### src/rtl/core/mrctm_pkg.sv
// Shared types and constants for the motor ramp, current and thermal model.
package mrctm_pkg;

    localparam int APB_AW = 5;
    localparam int APB_DW = 32;

    // register indexes (word address = byte address >> 2)
    localparam logic [2:0] REG_SPEED_LIMIT  = 3'd0;
    localparam logic [2:0] REG_RAMP_STEP    = 3'd1;
    localparam logic [2:0] REG_CURRENT_GAIN = 3'd2;
    localparam logic [2:0] REG_CUR_LIMIT    = 3'd3;
    localparam logic [2:0] REG_EFFICIENCY   = 3'd4;
    localparam logic [2:0] REG_SUPPLY_V     = 3'd5;
    localparam logic [2:0] REG_THERMAL_RES  = 3'd6;
    localparam logic [2:0] REG_AMBIENT      = 3'd7;

    // reset values
    localparam logic [15:0]        RST_SPEED_LIMIT  = 16'd10000;
    localparam logic [15:0]        RST_RAMP_STEP    = 16'd1000;
    localparam logic [23:0]        RST_CURRENT_GAIN = 24'd655;
    localparam logic [15:0]        RST_CUR_LIMIT    = 16'd30000;
    localparam logic [15:0]        RST_EFFICIENCY   = 16'd58982;
    localparam logic [15:0]        RST_SUPPLY_V     = 16'd11100;
    localparam logic [15:0]        RST_THERMAL_RES  = 16'd128;
    localparam logic signed [15:0] RST_AMBIENT      = 16'sd6400;
    localparam logic signed [23:0] RST_TEMP         = 24'sd6400;

    // arithmetic constants
    localparam logic [31:0] UW_PER_W    = 32'd1000000;
    localparam logic [31:0] RECIP_1E6   = 32'd281474976;   // floor(2^48 / 1e6)
    localparam logic [31:0] RECIP_10    = 32'hCCCCCCCD;    // ceil(2^35 / 10)
    localparam logic [16:0] UNITY_Q16   = 17'h10000;
    localparam logic signed [31:0] TEMP_MAX = 32'sd8388607;
    localparam logic signed [31:0] TEMP_MIN = -32'sd8388608;

    typedef struct packed {
        logic [15:0]        speed_limit;
        logic [15:0]        ramp_step;
        logic [23:0]        current_gain;
        logic [15:0]        cur_limit;
        logic [15:0]        efficiency;
        logic [15:0]        supply_voltage;
        logic [15:0]        therm_res;
        logic signed [15:0] ambient_temp;
    } t_cfg;

endpackage

### src/rtl/core/mrctm_regs.sv
// APB configuration register file.
module mrctm_regs (
    input  logic                         i_clk,
    input  logic                         i_rst_n,
    input  logic                         psel,
    input  logic                         penable,
    input  logic                         pwrite,
    input  logic [mrctm_pkg::APB_AW-1:0] paddr,
    input  logic [mrctm_pkg::APB_DW-1:0] pwdata,
    output logic [mrctm_pkg::APB_DW-1:0] prdata,
    output logic                         pready,
    output mrctm_pkg::t_cfg              o_cfg
);
    import mrctm_pkg::*;

    t_cfg       r_cfg;
    logic [2:0] idx;
    logic       wr_en;

    assign idx    = paddr[APB_AW-1:2];
    assign wr_en  = psel && penable && pwrite && pready;
    assign pready = 1'b1;
    assign o_cfg  = r_cfg;

    always_ff @(posedge i_clk) begin
        if (!i_rst_n) begin
            r_cfg.speed_limit    <= RST_SPEED_LIMIT;
            r_cfg.ramp_step      <= RST_RAMP_STEP;
            r_cfg.current_gain   <= RST_CURRENT_GAIN;
            r_cfg.cur_limit      <= RST_CUR_LIMIT;
            r_cfg.efficiency     <= RST_EFFICIENCY;
            r_cfg.supply_voltage <= RST_SUPPLY_V;
            r_cfg.therm_res      <= RST_THERMAL_RES;
            r_cfg.ambient_temp   <= RST_AMBIENT;
        end else if (wr_en) begin
            case (idx)
                REG_SPEED_LIMIT:  r_cfg.speed_limit    <= pwdata[15:0];
                REG_RAMP_STEP:    r_cfg.ramp_step      <= pwdata[15:0];
                REG_CURRENT_GAIN: r_cfg.current_gain   <= pwdata[23:0];
                REG_CUR_LIMIT:    r_cfg.cur_limit      <= pwdata[15:0];
                REG_EFFICIENCY:   r_cfg.efficiency     <= pwdata[15:0];
                REG_SUPPLY_V:     r_cfg.supply_voltage <= pwdata[15:0];
                REG_THERMAL_RES:  r_cfg.therm_res      <= pwdata[15:0];
                REG_AMBIENT:      r_cfg.ambient_temp   <= $signed(pwdata[15:0]);
                default:          ;
            endcase
        end
    end

    always_comb begin
        case (idx)
            REG_SPEED_LIMIT:  prdata = {16'd0, r_cfg.speed_limit};
            REG_RAMP_STEP:    prdata = {16'd0, r_cfg.ramp_step};
            REG_CURRENT_GAIN: prdata = {8'd0, r_cfg.current_gain};
            REG_CUR_LIMIT:    prdata = {16'd0, r_cfg.cur_limit};
            REG_EFFICIENCY:   prdata = {16'd0, r_cfg.efficiency};
            REG_SUPPLY_V:     prdata = {16'd0, r_cfg.supply_voltage};
            REG_THERMAL_RES:  prdata = {16'd0, r_cfg.therm_res};
            REG_AMBIENT:      prdata = {{16{r_cfg.ambient_temp[15]}}, r_cfg.ambient_temp};
            default:          prdata = '0;
        endcase
    end

endmodule

### config.mk
export PLATFORM = sky130hd
export DESIGN_NAME = mrctm_regs
export DESIGN_NICKNAME = d
export VERILOG_FILES = /design/src/rtl/core/mrctm_pkg.sv /design/src/rtl/core/mrctm_regs.sv
export SDC_FILE = /design/constraint.sdc
export NUM_CORES = 1
export LEC_CHECK = 0
export BUFFER_PORTS_ARGS = -buffer_cell sky130_fd_sc_hd__buf_2
export CAP_MARGIN = 20
export CELL_PAD_IN_SITES_DETAIL_PLACEMENT = 1
export CELL_PAD_IN_SITES_GLOBAL_PLACEMENT = 1
export CORE_MARGIN = 2
export CORE_UTILIZATION = 39
export CTS_CLUSTER_SIZE = 10
export DETAILED_ROUTE_END_ITERATION = 8
export GPL_TIMING_DRIVEN = 0
export PLACE_DENSITY = 0.87
export SLEW_MARGIN = 15
export SYNTH_ARGS = -nofsm -noshare
export SYNTH_HDL_FRONTEND = slang
export SYNTH_SLANG_ARGS = --single-unit
### constraint.sdc
create_clock -name i_clk -period 3.2 [get_ports i_clk]
set_clock_uncertainty 0.2 [all_clocks]
set_input_delay 0.16 -clock i_clk [delete_from_list [all_inputs] [get_ports i_clk]]
set_output_delay 0.16 -clock i_clk [all_outputs]
set_load 0.005 [all_outputs]
==> results.toml <==
[run_status]
outcome = "finished clean"

[cells_and_area]
nFillCells = 2045
layout.cells.non_filler = 1251
area_growth_pct = 31.2
largest_reg_flops = 136
final_area_sq_um = 8340
drive_gt1_frac = 0.277
nets = 1064
post-route-util = 0.525
diodes = 0

[clock_network]
post_cts_buffers = 0
clock_sinks = 136
numCtsBuffers = 17
cts_tree = "built"
htreeDepth = 4
cts.hold.buffers_added = 23
clockBufferDepth = 2
post_cts_resized = 0
root_buffer = "clkbuf_16"
clk_pin_slew_worst_paths_ps = 60
worstSkewPairLatency_ps = 430

[route]
vias = 6967
wl_met1_mm = 11.1
wl_mm = 26.9
final_antenna_net_count = 0
first_pass_iters = 5
wl_met3_mm = 2.39
drt-initial-drc-count = 491
via_per_inst = 5.57
wl_per_cell_microns = 21.5
route.met2.wl_mm = 12.6
drc = 0
top_layer = "met4"

[global_route]
grt_start_max_net_pins = 17
grt_use_total = 0.303
antenna_found_initial = 0
grt_pass1_vias = 6875
grt_pass1_wl_mm = 40.5
overflow = 0

[logic_synthesis]
synth_seq_cells = 136
synth_edf_count = 0
syn_area_sq_um = 6360
synthFlopType = "dfxtp_1"
async_reset_ff_frac = 0
ys_seq_area_frac = 0.428
synth_top_area_share = 0.428
synth_top_cell_by_area = "dfxtp_1"
synthTopCellsByCount = "nand2_1 (251), dfxtp_1 (136), a21boi_0 (72)"
ys_top_cells_by_area = "dfxtp_1 (43%), nand2_1 (15%), a21boi_0 (8.5%), a221oi_1 (3.3%), nand3_1 (2.8%)"
synth.avg_cell_area_sq_um = 7.97
yosysWarnings = 0
synth.net_count = 840
synthCells = 798
yosysMostFrequentCell = "nand2_1"
ys_types = 36

[pwr]
swShare = 0.247
comb_power_share = 0.091
vdd_drop_max_v = 0.000389
p_leak_nw = 3.68
p_per_area_nw_per_um2 = 480
total_power_mw = 4.00
pwr-share-seq = 0.431
p_int_mw = 3.02
p_clk_frac = 0.478
netSwitchingPower_mw = 0.987

[timing]
rsz0062_at_grt = "false"
final_max_slew_viol_count = 0
setup_viol_count_final = 0
final.min_clock_period_ps = 2440
worstMarginPinSlew_ps = 829
finalHoldViolCount = 0
fin_crit_sh = 0.763
relSlewSlack = 0.447
final.setup.tns_ps = 0
fmax_mhz = 410

[placed_design]
port_buffers = 182
routabilityCongestion = 0.862
dp.final_hpwl_mm = 19.6
place_inst = 1196
place_area_sq_um = 7540

[critical_path]
worstReg2RegStart = "o_cfg[15]"
crit_required_ps = 2840
cp_slowest_cell = "mux2i_1"
critPathKind = "in2out"
start_kind = "primary input"
regToRegEndpoint = "o_cfg[15]"
r2r_cells = 2
cp_top_family = "buffers and inverters"
worstPathCellList = "buf_2 > buf_4 > buf_6 > buf_6 > mux2i_1 > a221oi_1 > a221oi_1 > nor2_1 > buf_2"
cp-end-kind = "output pin"
startpoint = "paddr[3]"
r2r_slack_ps = 2150
slowest_delay_ps = 410
arrival_ps = 2080
path_buf_inv = 5
path_max_fanout = 10

[worst_hold_path]
hp-class = "in2reg"
hp-start = "pwdata[0]"
hold_path_depth = 3
min_to = "o_cfg[120]"

[floorplanning]
die_height_microns = 132
core_area_sq_um = 15900
std_cell_rows = 46
dieWidth_microns = 132
ios = 211
die-area_sq_um = 17300
initial_core_util = 0.400

[run]
maxCapViolations = 0
worst min-delay path, cell delays in order:
cell and delay (ps):
clkbuf_1 250, nand2_1 120, a21boi_0 70
cell type report:
type                            instances  area, sq um  area share
Inverter                               15         56.3     0.00675
Clock inverter                          8         68.8     0.00825
Clock buffer                           24          502      0.0601
Tap cell                              216          270      0.0324
Buffer                                 87          453      0.0543
Timing Repair Buffer                  205         1140       0.137
Sequential cell                       136         2720       0.326
Multi-Input combinational cell        560         3130       0.375
cells by family after synthesis:
logic type / share of synthesized area
flops: 0.428
other cells: 0.000590
mux: 0.0523
simple gates: 0.235
compound gates: 0.204
buf+inv: 0.0801
routing by layer:
metal | track usage | vias up
met5 | 0 | -
met4 | 0.116 | 0
met3 | 0.0706 | 72
met2 | 0.490 | 392
met1 | 0.392 | 3392
li1 | - | 3111
power by group through the flow:
stage	Combinational, mW	Sequential [mW]	Clock, mW
3_3_place_gp	0.323	1.76	0
2_1_floorplan	0.193	1.76	0
4_1_cts	0.357	1.72	1.92
5_1_grt	0.386	1.72	1.99
3_5_place_dp	0.331	1.76	0
6_report	0.364	1.72	1.92
worst max-delay path by stage:
stage	end	slack [ps]	depth (start not counted)
6_report	prdata[12]	760	9
5_1_grt	prdata[10]	700	9
4_1_cts	prdata[10]	850	9
3_5_place_dp	prdata[10]	870	9
3_3_place_gp	prdata[10]	900	9
2_1_floorplan	prdata[25]	1510	6
per-stage QoR:
step,hold slack (ps),setup WS [ps]
global placement,202,901
CTS,4.27,847
floorplan,94.8,1510
finish,28.7,758
global route,28.7,695
detailed placement,207,868
layout by cell type, fill, tap and decap left out, drive strengths merged, types with 2 or more instances in the layout:
master	Yosys	layout
inv	15	15
a21boi	90	90
dlygate4sd3	0	23
clkbuf	35	59
a22o	16	16
a221oi	24	24
dfxtp	136	136
nand2b	5	5
o211ai	9	9
mux2i	13	13
buf	52	234
nor3	2	2
or2	5	5
nor2	37	37
mux4	3	3
nand2	251	251
nand3	36	36
nor2b	12	12
or3	3	3
a21oi	16	16
a22oi	4	4
clkinv	0	7
o21ai	15	15
mux2	12	12
No activity file was read; power rests on OpenSTA's default activity.
